===== src/hdl/gmac_pkg.sv =====
// Package for the GAXPY multiply-accumulate core: request and result types,
// command codes, register map and sizing constants.
// No dependencies; every other file of the core imports it.
`timescale 1ns / 1ps

package gmac_pkg;

    localparam int MAX_COLS    = 64;
    localparam int COL_W       = $clog2(MAX_COLS);
    localparam int CNT_W       = $clog2(MAX_COLS + 1);
    localparam int FRAC_BITS   = 16;
    localparam int DATA_W      = 32;
    localparam int ACC_W       = 64;
    localparam int ROW_W       = 16;
    localparam int QUEUE_DEPTH = 4;
    localparam int OF_DEPTH    = 2;
    localparam int PADDR_W     = 3;
    localparam int PDATA_W     = 32;

    localparam logic [CNT_W-1:0] N_COLS_RESET = CNT_W'(MAX_COLS);

    // Register index of n_cols (paddr bit 2 selects the register).
    localparam logic REG_N_COLS = 1'b0;

    localparam logic signed [DATA_W-1:0] Y_MAX = {1'b0, {(DATA_W-1){1'b1}}};
    localparam logic signed [DATA_W-1:0] Y_MIN = {1'b1, {(DATA_W-1){1'b0}}};

    typedef enum logic [1:0] {
        CMD_LOAD_X    = 2'd0,
        CMD_START_ROW = 2'd1,
        CMD_ELEMENT   = 2'd2,
        CMD_UNUSED    = 2'd3
    } command_t;

    typedef struct packed {
        command_t                  command;
        logic [5:0]                x_index;
        logic signed [DATA_W-1:0]  value;
    } in_item_t;

    typedef struct packed {
        logic signed [DATA_W-1:0]  y_value;
        logic [ROW_W-1:0]          row_index;
        logic                      saturated;
    } out_item_t;

    // Work passed from the front end to the arithmetic back end.
    typedef struct packed {
        logic                      is_start;
        logic                      last;
        logic signed [DATA_W-1:0]  value;
        logic signed [DATA_W-1:0]  x_value;
    } work_t;

endpackage


===== src/hdl/gmac_queue.sv =====
// Short work queue between the front end and the back end of the core.
// Depends on gmac_pkg.
`timescale 1ns / 1ps

module gmac_queue
    import gmac_pkg::*;
(
    input  logic  clk,
    input  logic  rst_n,
    input  logic  wr_en,
    input  work_t wr_data,
    output logic  full,
    input  logic  rd_en,
    output work_t rd_data,
    output logic  empty
);

    localparam int QPTR_W = $clog2(QUEUE_DEPTH);
    localparam int QCNT_W = $clog2(QUEUE_DEPTH + 1);

    work_t             mem [QUEUE_DEPTH];
    logic [QPTR_W-1:0] wr_ptr_reg;
    logic [QPTR_W-1:0] wr_ptr_next;
    logic [QPTR_W-1:0] rd_ptr_reg;
    logic [QPTR_W-1:0] rd_ptr_next;
    logic [QCNT_W-1:0] count_reg;
    logic [QCNT_W-1:0] count_next;

    assign full    = (count_reg == QCNT_W'(QUEUE_DEPTH));
    assign empty   = (count_reg == '0);
    assign rd_data = mem[rd_ptr_reg];

    always_comb
    begin
        wr_ptr_next = wr_ptr_reg;
        rd_ptr_next = rd_ptr_reg;
        count_next  = count_reg;
        if (wr_en)
        begin
            wr_ptr_next = (wr_ptr_reg == QPTR_W'(QUEUE_DEPTH - 1)) ? '0 : wr_ptr_reg + 1'b1;
        end
        if (rd_en)
        begin
            rd_ptr_next = (rd_ptr_reg == QPTR_W'(QUEUE_DEPTH - 1)) ? '0 : rd_ptr_reg + 1'b1;
        end
        if (wr_en && !rd_en)
        begin
            count_next = count_reg + 1'b1;
        end
        else if (rd_en && !wr_en)
        begin
            count_next = count_reg - 1'b1;
        end
    end

    always_ff @(posedge clk or negedge rst_n)
    begin
        if (!rst_n)
        begin
            wr_ptr_reg <= '0;
            rd_ptr_reg <= '0;
            count_reg  <= '0;
        end
        else
        begin
            wr_ptr_reg <= wr_ptr_next;
            rd_ptr_reg <= rd_ptr_next;
            count_reg  <= count_next;
        end
    end

    always_ff @(posedge clk)
    begin
        if (wr_en)
        begin
            mem[wr_ptr_reg] <= wr_data;
        end
    end

endmodule


===== config.mk =====
export PLATFORM = sky130hd
export DESIGN_NAME = gmac_queue
export DESIGN_NICKNAME = d
export VERILOG_FILES = /design/src/hdl/gmac_pkg.sv /design/src/hdl/gmac_queue.sv
export SDC_FILE = /design/constraint.sdc
export NUM_CORES = 1
export LEC_CHECK = 0
export BUFFER_PORTS_ARGS = -buffer_cell sky130_fd_sc_hd__buf_2
export CAP_MARGIN = 5
export CELL_PAD_IN_SITES_DETAIL_PLACEMENT = 1
export CELL_PAD_IN_SITES_GLOBAL_PLACEMENT = 1
export CORE_ASPECT_RATIO = 2
export CORE_MARGIN = 2
export CORE_UTILIZATION = 38
export DETAILED_ROUTE_END_ITERATION = 10
export GPL_ROUTABILITY_DRIVEN = 0
export PLACE_DENSITY_LB_ADDON = 0.05
export SLEW_MARGIN = 20
export SYNTH_ARGS = -nofsm -noshare
export SYNTH_HDL_FRONTEND = slang
export SYNTH_SLANG_ARGS = --single-unit

===== constraint.sdc =====
create_clock -name clk -period 2.7 [get_ports clk]
set_input_delay 0.54 -clock clk [delete_from_list [all_inputs] [get_ports clk]]
set_output_delay 0.54 -clock clk [all_outputs]
set_load 0.1 [all_outputs]

**Word-level counts from Yosys, hierarchy flattened**

Memory sizes are Yosys's and may differ from the RTL's.
Cells that the tools add are included.
W data, S select, Z words.

- Reduce and logical (&&, ||, !) cells: 6
- $add $sub $neg: 4
- Equal/unequal tests: 3
- Mux-type cells: 6

Operator list:

| kind | number |
|---|---|
| $mux W3 | 2 |
| $add A2 B1 Y2 const B | 2 |
| $eq A2 B2 Y1 const B | 2 |
| $mux W2 | 2 |
| $add A3 B1 Y3 const B | 1 |
| $eq A3 B3 Y1 const B | 1 |
| $logic_not A3 Y1 | 1 |
| $sub A3 B1 Y3 const B | 1 |
| $logic_and A1 B1 Y1 | 2 |
| $logic_not A1 Y1 | 2 |
| $mux W1 | 2 |
| $reduce_bool A2 Y1 | 1 |

- Register bits: 7
- Logic and storage cells: 23
- Memories kept: 1
- Output and inout bits: 68
- Memory bits (writable): 264
- Input bits: 70

Memory list:

| memory | words | width | read ports | clocked after memory_dff | write ports | RTL line | source |
|---|---|---|---|---|---|---|---|
| mem | 4 | 66 | 1 | 0 | 1 | gmac_queue.sv:21 | `work_t mem [QUEUE_DEPTH];` |

**Depth between registers and ports, before layout**

- Word-level depth: 4
- Depth in mapped cells: 7
- Mapped depth without buffers: 7

**Least setup slack after synthesis**

Ideal clock, no wire load.

- Path kind: register to output
- Start point: register count_reg[0]
- End point: output full
- Path buffers: 0
- Required time: 2.160 ns
- Slack: -0.493 ns
- Cell stages (with the launch flop): 2
- Data arrival time: 2.653 ns
- Cell sequence: dfrtp_1 nor3b_1

- Cells in the longest elaborated chain, start to end: 1

Ends and longest elaborated chain:

| element | RTL line | source |
|---|---|---|
| start: declaration | gmac_queue.sv:26 | `logic [QCNT_W-1:0] count_reg;` |
| start signal: assignment | gmac_queue.sv:68 | `count_reg <= count_next;` |
| $eq A3 B3 Y1 | gmac_queue.sv:29 | `assign full = (count_reg == QCNT_W'(QUEUE_DEPTH));` |
| end: declaration | gmac_queue.sv:12 | `output logic full,` |

Every way passes these cells.

==> impl_metrics.yaml <==
clocking:
  clkLatencyLatePin_ns: 0.53
  clockBufferDepth: 3
  numCtsBuffers: 25
  root_buffer: "clkbuf_16"
  clk_pin_slew_ns: 0.07
  cts.sinks: 271
  cts_tree: "yes"
  h-tree-depth: 1
timing:
  hold-worst-slack_ns: 0.219
  slew_headroom_pct: 66.1
  skew_ns: 0.0108
  maxSlewViolCount: 0
  period_minus_slack_ns: 2.63
  hold_viol_final: 0
  period_share_pct: 97.4
  setup_violations: 0
  setup_slack_ns: 0.0694
  rsz0062_at_grt: "false"
  max_slew.worst_pin.slew_ns: 0.512
  fmax_mhz: 380
flow_run:
  max_cap_viol_count: 0
floorplan:
  core_um2: 25800
  fp.dieH_um: 233
  ios: 138
  start_util_pct: 38.7
  die_w_um: 118
  fp-row-count: 83
  die_area_um2: 27600
detailed_routing:
  vias_per_cell: 4.98
  first_pass_iters: 4
  via_count: 4543
  wl_per_cell_um: 23.5
  ant_nets: 0
  drc: 0
  drt_iter0_markers: 216
  routed_wl_um: 21400
global_route:
  grt_pass1_wl_um: 32300
  grt_max_degree: 32
  grt_pass1_vias: 5283
  antenna_found_initial: 4
  grt_usage_pct: 15.8
  overflow: 0
layout:
  area_growth_pct: 22.9
  nNetsFinal: 631
  layout-drive-gt1-share_pct: 46.9
  largest_reg_flops: 264
  multi_input_area_um2: 1730
  regArea_um2: 8110
  final_common_cell: "edfxtp_1"
  n_fill_cell: 2414
  mostFrequentLayoutCells: "264 x edfxtp_1, 80 x buf_2, 66 x mux4_2, 44 x buf_4, 25 x clkbuf_16"
critical_path:
  crit_chain: "buf_12 -> buf_12 -> mux4_2 -> buf_2"
  critPathKind: "reg -> out"
  required_ns: 2.16
  path_max_fanout: 12
  worst_setup_path_end_kind: "output port"
  cp-start-kind: "register"
  critPathArrivalTime_ns: 2.09
  cpPeakStageDelay_ns: 0.49
  cpMaxStageDelayCell: "dfrtp_4"
  cp_common_cell: "buf_12"
  r2r_cells: 4
placed_design:
  dp_slack_ns: 0.302
  io_buffers: 137
  dp_hpwl_um: 13400
worst_hold_path:
  hold_depth: 1
  hp-class: "in -> reg"
logic_synthesis:
  syn-cell-area_um2: 9960
  postSynthAreaPerCell_um2: 26.1
  synthCells: 382
  synth.area.top_cells: "edfxtp_1 80%, mux4_2 15%, dfrtp_1 1.8%"
  syn_nets: 459
  synth.largest_area_cell: "edfxtp_1"
  yosys.area.top_type_share_pct: 79.6
  synth_cell_types: 20
  yosysWarnings: 0
  yosys_register_bits: 271
  ys_seq_area_share_pct: 81.4
run_status:
  outcome: "completed"
## synth_stat cells (all sizes together)
library cell / instances
mux2: 3
ha: 6
nor3b: 1
o21ai: 2
nor2: 3
and2: 4
nand2: 2
xnor2: 1
nor3: 1
fa: 1
dfrtp: 7
buf: 15
inv: 4
mux4: 66
xor2: 2
edfxtp: 264
## critical path: cells and delay by family, from the launching register on
family / cells / cell delay, ns
buffers and inverters: 3 / 0.74
DFF: 1 / 0.49
muxes: 1 / 0.32
## per-layer routing
layer | vias to the layer above | GRT usage (%) | share of wire [%]
met5 | - | 0 | 0.16
met4 | 6 | 6.14 | 2.8
met3 | 40 | 2.60 | 4.1
met2 | 122 | 30.5 | 58
met1 | 2395 | 17.1 | 35
li1 | 1980 | - | -
## through the flow
| stage | utilization, % | std cells | TNS (ns) | area [µm²] |
|---|---|---|---|---|
| 6_report | 47.5 | 913 | 0 | 12200 |
| 5_1_grt | 47.5 | 913 | 0 | 12200 |
| 4_1_cts | 47.3 | 910 | -0.0968 | 12200 |
| 3_5_place_dp | 43.5 | 860 | 0 | 11200 |
| 3_3_place_gp | 43.5 | 860 | 0 | 11200 |
| 2_1_floorplan | - | 382 | 0 | 9970 |
## kinds of logic after synthesis
family	synth area share (%)
flops	81.4
mux	15.3
buf+inv	1.48
simple gates	0.565
fa+ha+maj	0.955
xor+xnor	0.264
compound gates	0.101
## timing repair
item	CTS	global route
resized for setup	69	6
endpoints found under the setup margin	60	36
buffers inserted	4	2
hold buffers	1	0
endpoints found under the hold margin	7	0
## final timing paths
path	startpoint	end	slack [ns]
max in group asynchronous	rst_n	rd_ptr_reg[1]	2.11
setup reg to reg	wr_ptr_reg[0]	mem[0][43]	0.89
hold / removal	wr_data[3]	mem[1][3]	0.22
min in group asynchronous	rst_n	count_reg[1]	0.39
setup / recovery	rd_ptr_reg[0]	rd_data[5]	0.07
hold reg to reg	count_reg[2]	count_reg[2]	0.51
## final cells by class
class	count	share of cell area, %
Sequential cell	271	66.3
Multi-Input combinational cell	92	14.1
Timing Repair Buffer	160	9.94
Clock buffer	31	5.30
Tap cell	340	3.48
Clock inverter	14	0.767
Inverter	4	0.123
Antenna cell	1	0.0204
Power is not shown: default switching activity piles up to over one toggle a cycle in this logic, so the estimate is an artifact.
