==> config.mk <==
export PLATFORM = sky130hd
export DESIGN_NAME = gmac_front
export DESIGN_NICKNAME = d
export VERILOG_FILES = /design/src/hdl/gmac_pkg.sv /design/src/hdl/gmac_front.sv
export SDC_FILE = /design/constraint.sdc
export NUM_CORES = 2
export LEC_CHECK = 0
export ABC_AREA = 1
export BUFFER_PORTS_ARGS = -buffer_cell sky130_fd_sc_hd__buf_2
export CAP_MARGIN = 20
export CORE_ASPECT_RATIO = 0.6
export CORE_MARGIN = 4
export CORE_UTILIZATION = 38
export DETAILED_ROUTE_END_ITERATION = 10
export MAX_ROUTING_LAYER = met4
export PLACE_DENSITY = 0.49
export SYNTH_ARGS = -nofsm -noshare
export SYNTH_HDL_FRONTEND = slang
export SYNTH_SLANG_ARGS = --single-unit
==> constraint.sdc <==
create_clock -name clk -period 7 [get_ports clk]
set_clock_uncertainty 0.05 [all_clocks]
set_input_delay 0.7 -clock clk [delete_from_list [all_inputs] [get_ports clk]]
set_output_delay 0.7 -clock clk [all_outputs]
set_load 0.05 [all_outputs]
==> src/hdl/gmac_pkg.sv <==
// Package for the GAXPY multiply-accumulate core: request and result types,
// command codes, register map and sizing constants.
// No dependencies; every other file of the core imports it.
`timescale 1ns / 1ps

package gmac_pkg;

    localparam int MAX_COLS    = 64;
    localparam int COL_W       = $clog2(MAX_COLS);
    localparam int CNT_W       = $clog2(MAX_COLS + 1);
    localparam int FRAC_BITS   = 16;
    localparam int DATA_W      = 32;
    localparam int ACC_W       = 64;
    localparam int ROW_W       = 16;
    localparam int QUEUE_DEPTH = 4;
    localparam int OF_DEPTH    = 2;
    localparam int PADDR_W     = 3;
    localparam int PDATA_W     = 32;

    localparam logic [CNT_W-1:0] N_COLS_RESET = CNT_W'(MAX_COLS);

    // Register index of n_cols (paddr bit 2 selects the register).
    localparam logic REG_N_COLS = 1'b0;

    localparam logic signed [DATA_W-1:0] Y_MAX = {1'b0, {(DATA_W-1){1'b1}}};
    localparam logic signed [DATA_W-1:0] Y_MIN = {1'b1, {(DATA_W-1){1'b0}}};

    typedef enum logic [1:0] {
        CMD_LOAD_X    = 2'd0,
        CMD_START_ROW = 2'd1,
        CMD_ELEMENT   = 2'd2,
        CMD_UNUSED    = 2'd3
    } command_t;

    typedef struct packed {
        command_t                  command;
        logic [5:0]                x_index;
        logic signed [DATA_W-1:0]  value;
    } in_item_t;

    typedef struct packed {
        logic signed [DATA_W-1:0]  y_value;
        logic [ROW_W-1:0]          row_index;
        logic                      saturated;
    } out_item_t;

    // Work passed from the front end to the arithmetic back end.
    typedef struct packed {
        logic                      is_start;
        logic                      last;
        logic signed [DATA_W-1:0]  value;
        logic signed [DATA_W-1:0]  x_value;
    } work_t;

endpackage

==> src/hdl/gmac_front.sv <==
// Front end of the GAXPY core: accepts requests, keeps the x store and the
// column count, and hands start-row and element work to the work queue.
// Depends on gmac_pkg.
`timescale 1ns / 1ps

module gmac_front
    import gmac_pkg::*;
(
    input  logic             clk,
    input  logic             rst_n,
    input  logic             push,
    output logic             full,
    input  in_item_t         item,
    input  logic [CNT_W-1:0] eff_cols,
    output logic             q_wr,
    output work_t            q_data,
    input  logic             q_full
);

    logic [DATA_W-1:0]        x_mem [MAX_COLS];
    logic signed [DATA_W-1:0] x_rd_reg;

    logic                     s1_valid_reg;
    logic                     s1_valid_next;
    logic                     s1_is_start_reg;
    logic                     s1_last_reg;
    logic signed [DATA_W-1:0] s1_value_reg;

    logic [CNT_W-1:0]         count_reg;
    logic [CNT_W-1:0]         count_next;
    logic [CNT_W-1:0]         count_inc;
    logic                     elem_last;

    logic                     accept;
    logic                     is_load;
    logic                     is_start;
    logic                     is_elem;

    assign full    = s1_valid_reg & q_full;
    assign accept  = push & ~full;
    assign is_load  = accept && (item.command == CMD_LOAD_X);
    assign is_start = accept && (item.command == CMD_START_ROW);
    assign is_elem  = accept && (item.command == CMD_ELEMENT);

    assign q_wr = s1_valid_reg & ~q_full;

    assign count_inc = count_reg + 1'b1;
    // A row closes once the count reaches the effective width, also when the
    // width was lowered below the count in the middle of a row.
    assign elem_last = (count_inc >= eff_cols);

    always_comb
    begin
        count_next = count_reg;
        if (is_start)
        begin
            count_next = '0;
        end
        else if (is_elem)
        begin
            count_next = elem_last ? '0 : count_inc;
        end
    end

    always_comb
    begin
        s1_valid_next = s1_valid_reg;
        if (is_start || is_elem)
        begin
            s1_valid_next = 1'b1;
        end
        else if (q_wr)
        begin
            s1_valid_next = 1'b0;
        end
    end

    always_ff @(posedge clk or negedge rst_n)
    begin
        if (!rst_n)
        begin
            s1_valid_reg <= 1'b0;
            count_reg    <= '0;
        end
        else
        begin
            s1_valid_reg <= s1_valid_next;
            count_reg    <= count_next;
        end
    end

    always_ff @(posedge clk)
    begin
        if (is_start || is_elem)
        begin
            s1_is_start_reg <= is_start;
            s1_last_reg     <= is_elem & elem_last;
            s1_value_reg    <= item.value;
        end
    end

    // The count is below MAX_COLS before it is incremented, so its low bits
    // address the store directly.
    always_ff @(posedge clk)
    begin
        if (is_load)
        begin
            x_mem[item.x_index] <= item.value;
        end
        if (is_elem)
        begin
            x_rd_reg <= x_mem[count_reg[COL_W-1:0]];
        end
    end

    always_comb
    begin
        q_data.is_start = s1_is_start_reg;
        q_data.last     = s1_last_reg;
        q_data.value    = s1_value_reg;
        q_data.x_value  = x_rd_reg;
    end

endmodule

After elaboration in Yosys (flattened, before gate mapping)
Memory sizes are Yosys's and may differ from the RTL's. A register that Yosys moved wholly into a read port is not among the register bits.
Index checks and enable logic that the tools add are counted.
{"block": "word_totals", "regBits": 42, "mem_bits_rw": 2048, "in_bits": 51, "out_inout_bits": 68, "memories": 1}
{"memory": "x_mem", "depth": 64, "word_bits": 32, "rd": 1, "rd_ports_with_merged_regs": 1, "wr": 1, "line": "gmac_front.sv:20", "text": "logic [DATA_W-1:0] x_mem [MAX_COLS];"}
{"block": "classes", "add_sub_neg": 1, "magnitude_cmp": 1, "eq_ne": 2, "n_mux": 7, "bitwise_logic": 6, "n_reduce_logical": 7}
{"cell": "$mux W7", "count": 3}
{"cell": "$add A7 B1 Y7 const B", "count": 1}
{"cell": "$ge A7 B7 Y1", "count": 1}
{"cell": "$and A1 B1 Y1", "count": 4}
{"cell": "$mux W1", "count": 4}
{"cell": "$reduce_bool A2 Y1", "count": 2}
{"cell": "$logic_and A1 B1 Y1", "count": 3}
{"cell": "$eq A2 B1 Y1 const B", "count": 1}
{"cell": "$eq A2 B2 Y1 const B", "count": 1}
{"cell": "$logic_not A2 Y1", "count": 1}
{"cell": "$not A1 Y1", "count": 2}
{"cell": "$logic_or A1 B1 Y1", "count": 1}

Logic depth before layout (Yosys ltp)
{"block": "logic_depth", "ltp_word": 6, "mapped_depth": 14, "ltp_nobuf": 12}

Worst setup path after synthesis
OpenSTA, ideal clock, no wires.
{"block": "synth_path", "kind": "input to register", "startpoint": "in q_full", "endpoint": "mem x_mem[11][0] (enable)", "arrival_time_ps": 2946, "t_required_ps": 6529, "setup_slack_ps": 3583, "path_stages": 5, "cell_sequence": "nand2_1 -> nand2_1 -> nor4_1 -> nand3_1 -> nor2_1"}
{"block": "synth_between", "elab_chain_cells": 6}
{"element": "start: declaration", "line": "gmac_front.sv:17", "text": "input logic q_full"}
{"element": "$and A1 B1 Y1", "line": "gmac_front.sv:39", "text": "assign full = s1_valid_reg & q_full;"}
{"element": "$not A1 Y1", "line": "gmac_front.sv:40", "text": "assign accept = push & ~full;"}
{"element": "$and A1 B1 Y1", "line": "gmac_front.sv:40"}
{"element": "$logic_and A1 B1 Y1", "line": "gmac_front.sv:41", "text": "assign is_load = accept && (item.command == CMD_LOAD_X);"}
{"element": "$mux W1", "line": "gmac_front.sv:106", "text": "if (is_load)"}
{"element": "$mux W1 (not written as such)", "line": "gmac_front.sv:108", "text": "x_mem[item.x_index] <= item.value;"}
{"element": "end: declaration", "line": "gmac_front.sv:20"}
Every way passes these cells.

==> results.tsv <==
stage	metric	value	unit
grt	GRT Total Usage	23.8	%
power_and_ir_drop	Pwr Total	0.0316	W
grt	busiest grt layer	met1	
floorplan	Starting Density	38.4	%
run_status	status	complete, no violations	
floorplan	row count	133	
logic_synthesis	leading area contributor after synthesis	edfxtp_1	
logic_synthesis	syn avg cell area	12.3	sq um
timing	relative slew slack	24.3	%
setup_path	R2R setup slack	3010	ps
logic_synthesis	synth top area cells	edfxtp_1 (75%), nand3_1 (11%), nand2_1 (10%), buf_2 (1.5%), buf_4 (0.43%)	
placed_design	Final Wtd Congestion	0.849	
clock_tree	Num CTS Buffers	200	
route	Pre-antenna DRT Iters	6	
power_and_ir_drop	Leakage	32.8	nW
final_layout	max reg flops	2048	
grt	largest net degree at the start of global routing	188	
logic_synthesis	Synth Cell Area	84800	sq um
floorplan	Die Wd	618	um
hold_path	Worst Hold Class	primary input to flip-flop	
logic_synthesis	cell count after synthesis	6887	
timing	Setup-failing EPs final	0	
route	post-detailed-route via-to-cell ratio	5.45	
flow_run	Max Cap Viol	0	
clock_tree	Max clock buf depth	4	
setup_path	critical path startpoint	count_reg[1]	
logic_synthesis	sequential cell area fraction in the yosys report	75.1	%
setup_path	CP Class	flip-flop to flip-flop	
setup_path	crit path max fanout	56	
logic_synthesis	Ys Warns	0	
logic_synthesis	Seq cells post-synth	2122	
timing	RSZ-0062 raised after global routing	false	
floorplan	Die ar.	231000	sq um
placed_design	DP HPWL	150	mm
final_layout	share of layout cells above drive strength 1	8.63	%
setup_path	CP startpoint kind	flip-flop	
hold_path	worst hold stages	1	
route	routed vias	54800	
placed_design	number of port buffers	118	
setup_path	Critical R2R Launch	count_reg[1]	
route	DRC Markers	0	
clock_tree	Post-CTS Resized	0	
timing	Hold WS	79.4	ps
timing	setup TNS	0	ps
final_layout	nets@finish	6988	
clock_tree	Post-CTS Setup Inserts	0	
hold_path	Hold Crit Start	item[14]	
grt	met3 Usage GRT	4.15	%
clock_tree	CTS sink cnt	2122	
logic_synthesis	Netlist cell types	24	
clock_tree	hold buffers post-CTS	6	
clock_tree	Worst-path clk slew	70	ps
grt	vias in the first global route	51500	
final_layout	Area growth syn-to-layout	12.1	%
hold_path	Min-Delay Endpoint	x_mem[49][14]	
grt	M1 GR Usage	36.6	%
timing	Max Fclk	250	MHz
power_and_ir_drop	Max IR drop VDD	0.000286	V
clock_tree	CTS root buf	clkbuf_16	
floorplan	boundary pin count	119	
logic_synthesis	Yosys top cell area share	74.9	%
power_and_ir_drop	pwr dens	333	nW/um^2
grt	total congestion overflow	0	
route	final WL	273	mm
setup_path	Crit. End Element	flip-flop	
timing	Final Critical Period	3990	ps
route	DRT iter0 DRCs	7028	
floorplan	Die Span Y	374	um
timing	final hold violation count	0	
setup_path	Worst R2R End	x_rd_reg[12]	
timing	crit share post-route	57.0	%
setup_path	Worst Path Arrival	4520	ps
grt	wire length of the first global-routing pass	390	mm
grt	number of antenna violations at the first check in global routing	21	
logic_synthesis	Synthesized Nets	6946	
route	Avg WL per Cell	27.2	um
clock_tree	Worst-Skew Late Latency	850	ps
setup_path	Worst R2R Path Depth	9	
setup_path	CP Data Required Time	7530	ps
clock_tree	CTS tree	done	
floorplan	core area	220000	sq um
grt	global routing usage on met2	32.9	%
timing	measured slew at the worst slew-check pin	1140	ps
clock_tree	CTS H-tree lvls	4	
timing	fin. max-slew vios	0	
route	antenna-violating nets left	0	
[final cells by class]
class                      count  area (sq um)
tap                         2970          3720
timing repair buffer         288          2340
sequential                  2122         63700
fill                       20400        125000
antenna                        4          10.0
clock buffer                 258          5310
clock inverter                96           706
multi-input combinational   4288         19100
inverter                      29           155
[how the worst max path moves through the flow]
stage | slack (ps) | to | cells after the start
2_1_floorplan | 3580 | x_mem[11][0] | 5
3_3_place_gp | 2660 | count_reg[6] | 11
3_5_place_dp | 2890 | x_mem[43][24] | 8
4_1_cts | 2960 | x_rd_reg[12] | 9
5_1_grt | 2850 | x_rd_reg[12] | 10
6_report | 3010 | x_rd_reg[12] | 9
[per-stage QoR]
step / util (%) / worst slack (ps) / instances / area (sq um)
after floorplan: - / 3580 / 6887 / 84800
after global placement: 40.1 / 2660 / 9670 / 88500
after detailed placement: 40.3 / 2890 / 9688 / 88900
after CTS: 43.1 / 2960 / 10000 / 95000
after global routing: 43.1 / 2850 / 10100 / 95000
final: 43.1 / 3010 / 10100 / 95000
[synth_stat cells]
| library cell | number |
|---|---|
| clkinv_2 | 1 |
| nor4_1 | 1 |
| ha_1 | 8 |
| buf_2 | 249 |
| a21boi_0 | 1 |
| xor2_1 | 5 |
| nand2_1 | 2277 |
| a211oi_1 | 1 |
| nor2_1 | 70 |
| buf_4 | 48 |
| clkinv_1 | 3 |
| o21ai_0 | 2 |
| buf_6 | 24 |
| inv_1 | 24 |
| edfxtp_1 | 2114 |
| nor3_1 | 4 |
| a21oi_1 | 1 |
| o22ai_1 | 5 |
| dfrtp_1 | 8 |
| clkbuf_1 | 81 |
| nand3_1 | 1909 |
| buf_1 | 46 |
| inv_4 | 1 |
| nand4_1 | 4 |
[kinds of logic (layout without fill, tap and decap cells)]
group | count (synthesis) | count (layout) | synth area share (%)
other | 0 | 4 | 0
AND/OR/NAND/NOR | 4265 | 4265 | 21.7
XOR/XNOR | 5 | 5 | 0.0517
flip-flops | 2122 | 2122 | 75.1
AO/OA/AOI/OAI | 10 | 10 | 0.0723
adder cells (fa/ha/maj) | 8 | 8 | 0.118
buffers and inverters | 477 | 671 | 2.91
[metal layers]
layer  vias up  share of wire (%)
li1      24600                  -
met1     27500                 47
met2      2312                 42
met3       319                8.5
met4         0                2.2
met5         -                  0
[cells in the final DEF (no fill, tap or decap), drive strengths merged]
cell | Yosys | layout
a211oi | 1 | 1
a21boi | 1 | 1
a21oi | 1 | 1
buf | 367 | 282
bufinv | 0 | 10
clkbuf | 81 | 258
clkinv | 4 | 81
clkinvlp | 0 | 5
dfrtp | 8 | 8
diode | 0 | 4
dlygate4sd3 | 0 | 6
edfxtp | 2114 | 2114
ha | 8 | 8
inv | 25 | 29
nand2 | 2277 | 2277
nand3 | 1909 | 1909
nand4 | 4 | 4
nor2 | 70 | 70
nor3 | 4 | 4
nor4 | 1 | 1
o21ai | 2 | 2
o22ai | 5 | 5
xor2 | 5 | 5
[critical path, stage by stage, from the launching register on]
cell and delay, ps:
dfrtp_4 1130, buf_4 590, buf_4 560, nand3_1 130
nand3_1 140, nand3_1 140, nand3_1 400, nand2_1 160
nand2_1 210, nand2_1 110
[power by group]
group          internal (W)  switching (W)  total, W
sequential           0.0141       0.000150    0.0142
combinational       0.00163        0.00534   0.00697
clock               0.00570        0.00475    0.0105
total                0.0214         0.0102    0.0316
(Power assumes the default switching activity.)
