File: config.mk
export PLATFORM = sky130hd
export DESIGN_NAME = gmac_back
export DESIGN_NICKNAME = d
export VERILOG_FILES = /design/src/hdl/gmac_pkg.sv /design/src/hdl/gmac_back.sv
export SDC_FILE = /design/constraint.sdc
export NUM_CORES = 2
export LEC_CHECK = 0
export BUFFER_PORTS_ARGS = -buffer_cell sky130_fd_sc_hd__buf_2
export CAP_MARGIN = 20
export CELL_PAD_IN_SITES_DETAIL_PLACEMENT = 0
export CELL_PAD_IN_SITES_GLOBAL_PLACEMENT = 1
export CORE_MARGIN = 5
export CORE_UTILIZATION = 53
export CTS_CLUSTER_SIZE = 10
export DETAILED_ROUTE_END_ITERATION = 6
export PLACE_DENSITY = 0.92
export SYNTH_ARGS = -nofsm -noshare
export SYNTH_HDL_FRONTEND = slang
export SYNTH_SLANG_ARGS = --single-unit
File: constraint.sdc
create_clock -name clk -period 5.7 [get_ports clk]
set_clock_uncertainty 0.15 [all_clocks]
set_input_delay 0.57 -clock clk [delete_from_list [all_inputs] [get_ports clk]]
set_output_delay 0.57 -clock clk [all_outputs]
set_load 0.02 [all_outputs]
File: src/hdl/gmac_pkg.sv
// Package for the GAXPY multiply-accumulate core: request and result types,
// command codes, register map and sizing constants.
// No dependencies; every other file of the core imports it.
`timescale 1ns / 1ps

package gmac_pkg;

    localparam int MAX_COLS    = 64;
    localparam int COL_W       = $clog2(MAX_COLS);
    localparam int CNT_W       = $clog2(MAX_COLS + 1);
    localparam int FRAC_BITS   = 16;
    localparam int DATA_W      = 32;
    localparam int ACC_W       = 64;
    localparam int ROW_W       = 16;
    localparam int QUEUE_DEPTH = 4;
    localparam int OF_DEPTH    = 2;
    localparam int PADDR_W     = 3;
    localparam int PDATA_W     = 32;

    localparam logic [CNT_W-1:0] N_COLS_RESET = CNT_W'(MAX_COLS);

    // Register index of n_cols (paddr bit 2 selects the register).
    localparam logic REG_N_COLS = 1'b0;

    localparam logic signed [DATA_W-1:0] Y_MAX = {1'b0, {(DATA_W-1){1'b1}}};
    localparam logic signed [DATA_W-1:0] Y_MIN = {1'b1, {(DATA_W-1){1'b0}}};

    typedef enum logic [1:0] {
        CMD_LOAD_X    = 2'd0,
        CMD_START_ROW = 2'd1,
        CMD_ELEMENT   = 2'd2,
        CMD_UNUSED    = 2'd3
    } command_t;

    typedef struct packed {
        command_t                  command;
        logic [5:0]                x_index;
        logic signed [DATA_W-1:0]  value;
    } in_item_t;

    typedef struct packed {
        logic signed [DATA_W-1:0]  y_value;
        logic [ROW_W-1:0]          row_index;
        logic                      saturated;
    } out_item_t;

    // Work passed from the front end to the arithmetic back end.
    typedef struct packed {
        logic                      is_start;
        logic                      last;
        logic signed [DATA_W-1:0]  value;
        logic signed [DATA_W-1:0]  x_value;
    } work_t;

endpackage

File: src/hdl/gmac_back.sv
// Back end of the GAXPY core: multiply stage, 64-bit accumulator, output
// saturation, row counter and the result queue.
// Depends on gmac_pkg.
`timescale 1ns / 1ps

module gmac_back
    import gmac_pkg::*;
(
    input  logic      clk,
    input  logic      rst_n,
    input  logic      q_empty,
    output logic      q_rd,
    input  work_t     q_data,
    input  logic      pop,
    output logic      empty,
    output out_item_t result
);

    localparam int OPTR_W = $clog2(OF_DEPTH);
    localparam int OCNT_W = $clog2(OF_DEPTH + 1);

    logic                     en;

    logic                     m_valid_reg;
    logic                     m_is_start_reg;
    logic                     m_last_reg;
    logic signed [DATA_W-1:0] m_value_reg;
    logic signed [ACC_W-1:0]  prod_reg;

    logic [ACC_W-1:0]         acc_reg;
    logic [ACC_W-1:0]         acc_next;
    logic [ACC_W-1:0]         acc_sum;
    logic [ACC_W-1:0]         acc_load;

    logic                     fin_valid_reg;
    logic                     fin_valid_next;
    logic [ACC_W-1:0]         fin_reg;
    logic [ACC_W-1:0]         fin_next;
    logic                     fin_fits;
    out_item_t                fin_item;

    logic [ROW_W-1:0]         row_count_reg;

    out_item_t                of_mem [OF_DEPTH];
    logic [OPTR_W-1:0]        of_wr_ptr_reg;
    logic [OPTR_W-1:0]        of_rd_ptr_reg;
    logic [OCNT_W-1:0]        of_count_reg;
    logic                     of_full;
    logic                     of_push;
    logic                     of_pop;

    // The whole back end holds while a finished row waits on a full queue.
    assign en      = ~(fin_valid_reg & of_full);
    assign q_rd    = en & ~q_empty;
    assign of_push = en & fin_valid_reg;
    assign of_pop  = pop & ~empty;

    always_ff @(posedge clk)
    begin
        if (q_rd)
        begin
            m_is_start_reg <= q_data.is_start;
            m_last_reg     <= q_data.last;
            m_value_reg    <= q_data.value;
            prod_reg       <= q_data.value * q_data.x_value;
        end
    end

    // The arithmetic shift floors the product back to FRAC_BITS fraction bits.
    assign acc_sum  = acc_reg + ACC_W'(prod_reg >>> FRAC_BITS);
    assign acc_load = {{(ACC_W - DATA_W){m_value_reg[DATA_W-1]}}, m_value_reg};

    always_comb
    begin
        acc_next       = acc_reg;
        fin_next       = fin_reg;
        fin_valid_next = fin_valid_reg;
        if (en)
        begin
            fin_valid_next = 1'b0;
            if (m_valid_reg)
            begin
                if (m_is_start_reg)
                begin
                    acc_next = acc_load;
                end
                else if (m_last_reg)
                begin
                    acc_next       = '0;
                    fin_next       = acc_sum;
                    fin_valid_next = 1'b1;
                end
                else
                begin
                    acc_next = acc_sum;
                end
            end
        end
    end

    always_ff @(posedge clk or negedge rst_n)
    begin
        if (!rst_n)
        begin
            m_valid_reg   <= 1'b0;
            acc_reg       <= '0;
            fin_valid_reg <= 1'b0;
            row_count_reg <= '0;
        end
        else
        begin
            if (en)
            begin
                m_valid_reg <= q_rd;
            end
            acc_reg       <= acc_next;
            fin_valid_reg <= fin_valid_next;
            if (of_push)
            begin
                row_count_reg <= row_count_reg + 1'b1;
            end
        end
    end

    always_ff @(posedge clk)
    begin
        fin_reg <= fin_next;
    end

    // The value fits in 32 bits when its top 33 bits are all equal.
    assign fin_fits = (&fin_reg[ACC_W-1:DATA_W-1]) | ~(|fin_reg[ACC_W-1:DATA_W-1]);

    always_comb
    begin
        fin_item.row_index = row_count_reg;
        fin_item.saturated = ~fin_fits;
        if (fin_fits)
        begin
            fin_item.y_value = fin_reg[DATA_W-1:0];
        end
        else
        begin
            fin_item.y_value = fin_reg[ACC_W-1] ? Y_MIN : Y_MAX;
        end
    end

    assign of_full = (of_count_reg == OCNT_W'(OF_DEPTH));
    assign empty   = (of_count_reg == '0);
    assign result  = of_mem[of_rd_ptr_reg];

    always_ff @(posedge clk or negedge rst_n)
    begin
        if (!rst_n)
        begin
            of_wr_ptr_reg <= '0;
            of_rd_ptr_reg <= '0;
            of_count_reg  <= '0;
        end
        else
        begin
            if (of_push)
            begin
                of_wr_ptr_reg <= (of_wr_ptr_reg == OPTR_W'(OF_DEPTH - 1)) ?
                                 '0 : of_wr_ptr_reg + 1'b1;
            end
            if (of_pop)
            begin
                of_rd_ptr_reg <= (of_rd_ptr_reg == OPTR_W'(OF_DEPTH - 1)) ?
                                 '0 : of_rd_ptr_reg + 1'b1;
            end
            if (of_push && !of_pop)
            begin
                of_count_reg <= of_count_reg + 1'b1;
            end
            else if (of_pop && !of_push)
            begin
                of_count_reg <= of_count_reg - 1'b1;
            end
        end
    end

    always_ff @(posedge clk)
    begin
        if (of_push)
        begin
            of_mem[of_wr_ptr_reg] <= fin_item;
        end
    end

endmodule

# --- Word level (Yosys, flattened, before mapping) ---
# Memory sizes are Yosys's and may differ from the RTL's.
# Cells that the tools add are included.
word_totals:
  regBits: 248
  ram_bits: 98
  inputBits: 70
  output_inout_bits: 51
  elab_cells: 55
  memories: 1
memory_table:
  columns: ["memory", "depth", "word_bits", "read_ports", "rd_clocked_by_memory_dff", "write_ports", "line_no", "source"]
  rows:
  - ["of_mem", 2, 49, 1, 0, 1, "gmac_back.sv:44", "out_item_t of_mem [OF_DEPTH];"]
classes:
  addsub: 6
  n_mul: 1
  n_eq_ne: 1
  mux: 13
  n_bitwise: 11
  n_reduce_logical: 10
op_table:
  columns: ["operator", "n"]
  rows:
  - ["$mux W64", 2]
  - ["$add A64 B64 Y64", 1]
  - ["$mul A32 B32 Y64", 1]
  - ["$mux W32", 2]
  - ["$reduce_and A33 Y1", 1]
  - ["$reduce_or A33 Y1", 1]
  - ["$add A16 B1 Y16 const B", 1]
  - ["$mux W1", 7]
  - ["$not A1 Y1", 6]
  - ["$and A1 B1 Y1", 4]
  - ["$mux W2", 2]
  - ["$reduce_and A4 Y1", 1]
  - ["$add A1 B1 Y1 const B", 2]
  - ["$add A2 B1 Y2 const B", 1]
  - ["$eq A2 B2 Y1 const B", 1]
  - ["$logic_and A1 B1 Y1", 2]
  - ["$logic_not A1 Y1", 2]
  - ["$logic_not A2 Y1", 1]
  - ["$reduce_and A2 Y1", 1]
  - ["$reduce_bool A2 Y1", 1]
  - ["$sub A2 B1 Y2 const B", 1]
  - ["$or A1 B1 Y1", 1]

# --- Logic depth before layout (Yosys ltp) ---
depth:
  depth_word: 8
  mapped_depth: 29
  depth_no_buf: 27

# --- Worst setup path before layout ---
# OpenSTA, ideal clock, no wires.
synth_timing:
  path_kind: "input-to-reg"
  startpoint: "input port q_data[63] (netlist bit)"
  endpoint: "register prod_reg[60] (data pin)"
  setup_time_ns: 0.266
  arrival_time_ns: 7.600
  t_required_ns: 5.284
  slack_ns: -2.316
  path_stages: 26
  path_buffers: 1
  path_cell_list: "clkbuf_1 > nand2_1 > inv_1 > fa_1 > inv_1 > fa_1 > inv_1 > fa_1 > fa_1 > inv_1 > fa_1 > inv_1 > fa_1 > inv_1 > fa_1 > inv_1 > fa_1 > ha_1 > and3_1 > o21ai_0 > o21ai_0 > a211oi_2 > o31ai_1 > nor4_1 > nor3_1 > xor2_1"
synth_between:
  elab_chain_cells: 1
synth_rtl:
  columns: ["element", "line_no", "source"]
  rows:
  - ["start, declared", "gmac_back.sv:13", "input work_t q_data,"]
  - ["$mul A32 B32 Y64", "gmac_back.sv:65", "prod_reg <= q_data.value * q_data.x_value;"]
  - ["end signal, assigned", "gmac_back.sv:65", null]
  - ["end, declared", "gmac_back.sv:28", "logic signed [ACC_W-1:0] prod_reg;"]
# Every way passes these cells.
# A chain may end at the register's enable or synchronous reset.

# --- Final worst setup path ---
layout_timing:
  startpoint: "input port q_data[57] (netlist bit)"
  endpoint: "register prod_reg[63] (data pin)"
# Same word-level chain as after synthesis.

==> run summary <==
=================================================================================
Outcome                                                              finished with violations
Violated checks                                                      DRC, setup timing
Most instantiated flip-flop cell in the synthesis netlist            sky130_fd_sc_hd__edfxtp_1
Number of CTS-inserted buffers                                                 40
Count of flip-flops with a built-in enable after synthesis                    244
Drt via density                                                              5.62
Port bufs                                                                     120
Biggest cell delay along the critical path                                0.64 ns
Worst setup path category                                            primary input to flop
Latest clock arrival within the worst-skew pair                           0.55 ns
Total count of max-transition violations in the final report                    0
HPWL reported at the end of detailed placement                             114 mm
Upper clock frequency limit                                             0.131 GHz
Die Wd                                                                     321 um
Cell occurring most often along the worst timing path                sky130_fd_sc_hd__fa_1
Flop-to-flop setup slack                                                  1.75 ns
Worst-case clock buffer depth                                                   3
Overall overflow remaining after global route                                   0
Crit path required time                                                   5.83 ns
DRC violations left                                                             2
YS warnings                                                                     0
Slowest cell on the critical path                                    sky130_fd_sc_hd__fa_1
Die H                                                                      321 um
Average wire length per cell after detail routing                         21.4 um
Critical path endpoint category                                              flop
Starting Density                                                            0.536
Area of the mapped netlist                                              51100 um2
Detailed Routing Iterations Pass 1                                              7
Iter 0 DRT Violations                                                        3189
Largest driver fanout on the critical path                                      7
Register area                                                            9480 um2
Post-route core utilization                                                 0.641
Register area share after synthesis                                         0.185
Cell area after placement                                               56800 um2
CTS tree                                                                     done
Setup violators final                                                          48
CTS H-tree lvls                                                                 2
Max FFs per register                                                           98
Ys async rst share                                                          0.261
Filler Cells Inserted                                                        7216
Minimum setup slack after placement                                      -2.79 ns
Final Cycle Share                                                            1.34
Area of the die                                                        103000 um2
Time the final worst path needs with I/O delays and setup                 7.66 ns
Final cell area excluding filler cells                                  61100 um2
Post-Synthesis Mean Instance Area                                        10.2 um2
Data arrival time of the critical path                                    7.79 ns
Total routing usage reported by global routing                              0.283
Area of the placeable core                                              95300 um2
Fraction of final layout cells sized beyond drive strength 1                0.209
Vias                                                                        38191
Gate Count Post-Synth                                                        5022
Multi-input gate area                                                   38600 um2
Number of synthesized register bits                                           330
Root Buffer Master                                                   sky130_fd_sc_hd__clkbuf_16
Post-route ant nets                                                             0
Clock slew seen by the registers of the worst setup and hold paths        0.06 ns
Largest net degree at the start of global routing                              76
Max-Slew Margin vs Limit                                                    0.337
Delay-heaviest family, CP                                             adder cells
Site Rows                                                                     113
Slew at the pin closest to its max-slew limit                            0.994 ns
Clock net sink count                                                          330
Global-route wire length before repair                                     229 mm
Final hold vios                                                                 0
Startpoint kind of the worst setup timing path                       primary input
Worst path bufs/invs                                                            5
IO Pins                                                                       121
Unrepaired setup endpoints after global routing                              true
Synth-to-Final Area Change                                                  19.5%
RePlAce Congestion                                                          0.952
Total of max-cap violations                                                     0
Number of global-route vias before repair                                   41275
Initial antenna violation count                                                 9
Path class of the lowest-slack min-delay path                        primary input to flop
Synthesized netlist net count                                                6419
Setup slack after layout                                                 -1.96 ns
Number of nets in the finished design                                        6894
Distinct cell type count after synthesis                                       80
Drt total wl                                                               146 mm
=================================================================================
[kinds of logic (layout without fill, tap and decap cells)]
logic type / count (synthesis) / count (layout) / synth area share
simple gates: 1477 / 1477 / 0.143
fa+ha+maj: 1327 / 1327 / 0.484
buf+inv: 1225 / 1731 / 0.0901
compound gates: 468 / 468 / 0.0620
flops: 330 / 330 / 0.185
xor+xnor: 143 / 143 / 0.0245
mux: 52 / 52 / 0.0114
other cells: 0 / 8 / 0
[timing repair]
item	4_1_cts	5_1_grt
endpoints found under the hold margin	44	0
gates cloned	4	3
setup endpoints to repair	48	48
gates resized for setup	387	180
hold buffers	1	0
buffers inserted	67	41
pin swaps	145	117
[final timing paths]
path                            depth (start not counted)           endpoint         startpoint
worst max register to register                         12        acc_reg[62]       prod_reg[63]
min in group asynchronous                               2  row_count_reg[15]              rst_n
worst min-delay path                                    1         m_last_reg         q_data[64]
worst min register to register                          1  row_count_reg[15]  row_count_reg[15]
worst max-delay path                                   26       prod_reg[63]         q_data[57]
max in group asynchronous                               3      of_rd_ptr_reg              rst_n
[synthesized netlist by cell type (5+ instances only)]
cell type	count	area, um2
sky130_fd_sc_hd__a211oi_1	13	97.6
sky130_fd_sc_hd__a21o_1	94	706
sky130_fd_sc_hd__a21oi_1	141	706
sky130_fd_sc_hd__a221o_1	5	50.1
sky130_fd_sc_hd__a221oi_1	34	298
sky130_fd_sc_hd__a31oi_1	11	68.8
sky130_fd_sc_hd__and2_1	514	3220
sky130_fd_sc_hd__and3_1	20	125
sky130_fd_sc_hd__and4_1	6	52.6
sky130_fd_sc_hd__buf_1	6	22.5
sky130_fd_sc_hd__clkbuf_1	252	946
sky130_fd_sc_hd__dfrtp_1	86	2150
sky130_fd_sc_hd__edfxtp_1	244	7330
sky130_fd_sc_hd__fa_1	1082	21700
sky130_fd_sc_hd__ha_1	245	3070
sky130_fd_sc_hd__inv_1	962	3610
sky130_fd_sc_hd__mux2_2	50	563
sky130_fd_sc_hd__nand2_1	570	2140
sky130_fd_sc_hd__nand2b_1	22	138
sky130_fd_sc_hd__nand3_1	40	200
sky130_fd_sc_hd__nand4_1	36	225
sky130_fd_sc_hd__nor2_1	199	747
sky130_fd_sc_hd__nor2b_1	15	93.8
sky130_fd_sc_hd__nor3_1	23	115
sky130_fd_sc_hd__nor4_1	12	75.1
sky130_fd_sc_hd__o211ai_1	6	45.0
sky130_fd_sc_hd__o21a_1	5	37.5
sky130_fd_sc_hd__o21ai_0	68	340
sky130_fd_sc_hd__o21ai_1	5	25.0
sky130_fd_sc_hd__o21bai_1	20	150
sky130_fd_sc_hd__o31ai_1	8	60.1
sky130_fd_sc_hd__xnor2_1	98	858
sky130_fd_sc_hd__xor2_1	45	394
[worst reg2reg max path: stages (launching register included)]
cell and delay, ns:
sky130_fd_sc_hd__edfxtp_1 0.87, sky130_fd_sc_hd__ha_1 0.43, sky130_fd_sc_hd__and3_1 0.25, sky130_fd_sc_hd__and3_1 0.24
sky130_fd_sc_hd__and4_1 0.23, sky130_fd_sc_hd__and3_1 0.20, sky130_fd_sc_hd__a32oi_1 0.23, sky130_fd_sc_hd__nand3_1 0.20
sky130_fd_sc_hd__o31ai_2 0.30, sky130_fd_sc_hd__o21ai_1 0.20, sky130_fd_sc_hd__a31oi_1 0.25, sky130_fd_sc_hd__xnor2_1 0.12
sky130_fd_sc_hd__o2bb2ai_1 0.14
[stage by stage]
| step | hold slack (ns) | TNS (ns) | std cells |
|---|---|---|---|
| 3_5_place_dp | 0.338 | -100.94 | 6622 |
| 3_3_place_gp | 0.325 | -98.33 | 6621 |
| 2_1_floorplan | 0.124 | -55.21 | 5022 |
| 4_1_cts | 0.0438 | -61.05 | 6761 |
| 5_1_grt | 0.0437 | -73.95 | 6795 |
| 6_report | 0.0593 | -67.54 | 6801 |
[cell type report]
cell class | instances | share of cell area
diodes | 8 | 0.000328
clock buffers | 65 | 0.0183
clock inverters | 8 | 0.00195
inverters | 962 | 0.0592
multi-input cells | 3467 | 0.631
flip-flops and latches | 330 | 0.155
well taps | 1265 | 0.0259
repair buffers | 696 | 0.108
[layout by cell type, fill, tap and decap left out, drive strengths merged, types with 5 or more instances in the layout]
master,instances
and2,514
and4,6
buf,692
dfrtp,86
nor4,12
a21oi,142
o21bai,20
o21ai,76
mux2,50
inv,963
diode,8
o21a,5
a211oi,16
a21o,94
clkbuf,68
nand4,36
xnor2,98
nor3,24
fa,1082
nor2b,15
o31ai,9
nand2,570
clkinv,5
a31oi,12
nand3,40
and3,22
a221o,5
a221oi,38
xor2,45
nor2,199
edfxtp,244
nand2b,22
ha,245
o211ai,7
[metal layers]
metal  GRT usage  part of all wire  vias up
li1            -                 -    16353
met1       0.392              0.40    19678
met2       0.454              0.46     1838
met3      0.0653              0.10      320
met4      0.0806             0.033        2
met5           0          0.000089        -
Power is not shown: default switching activity piles up to over one toggle a cycle in this logic, so the estimate is an artifact.
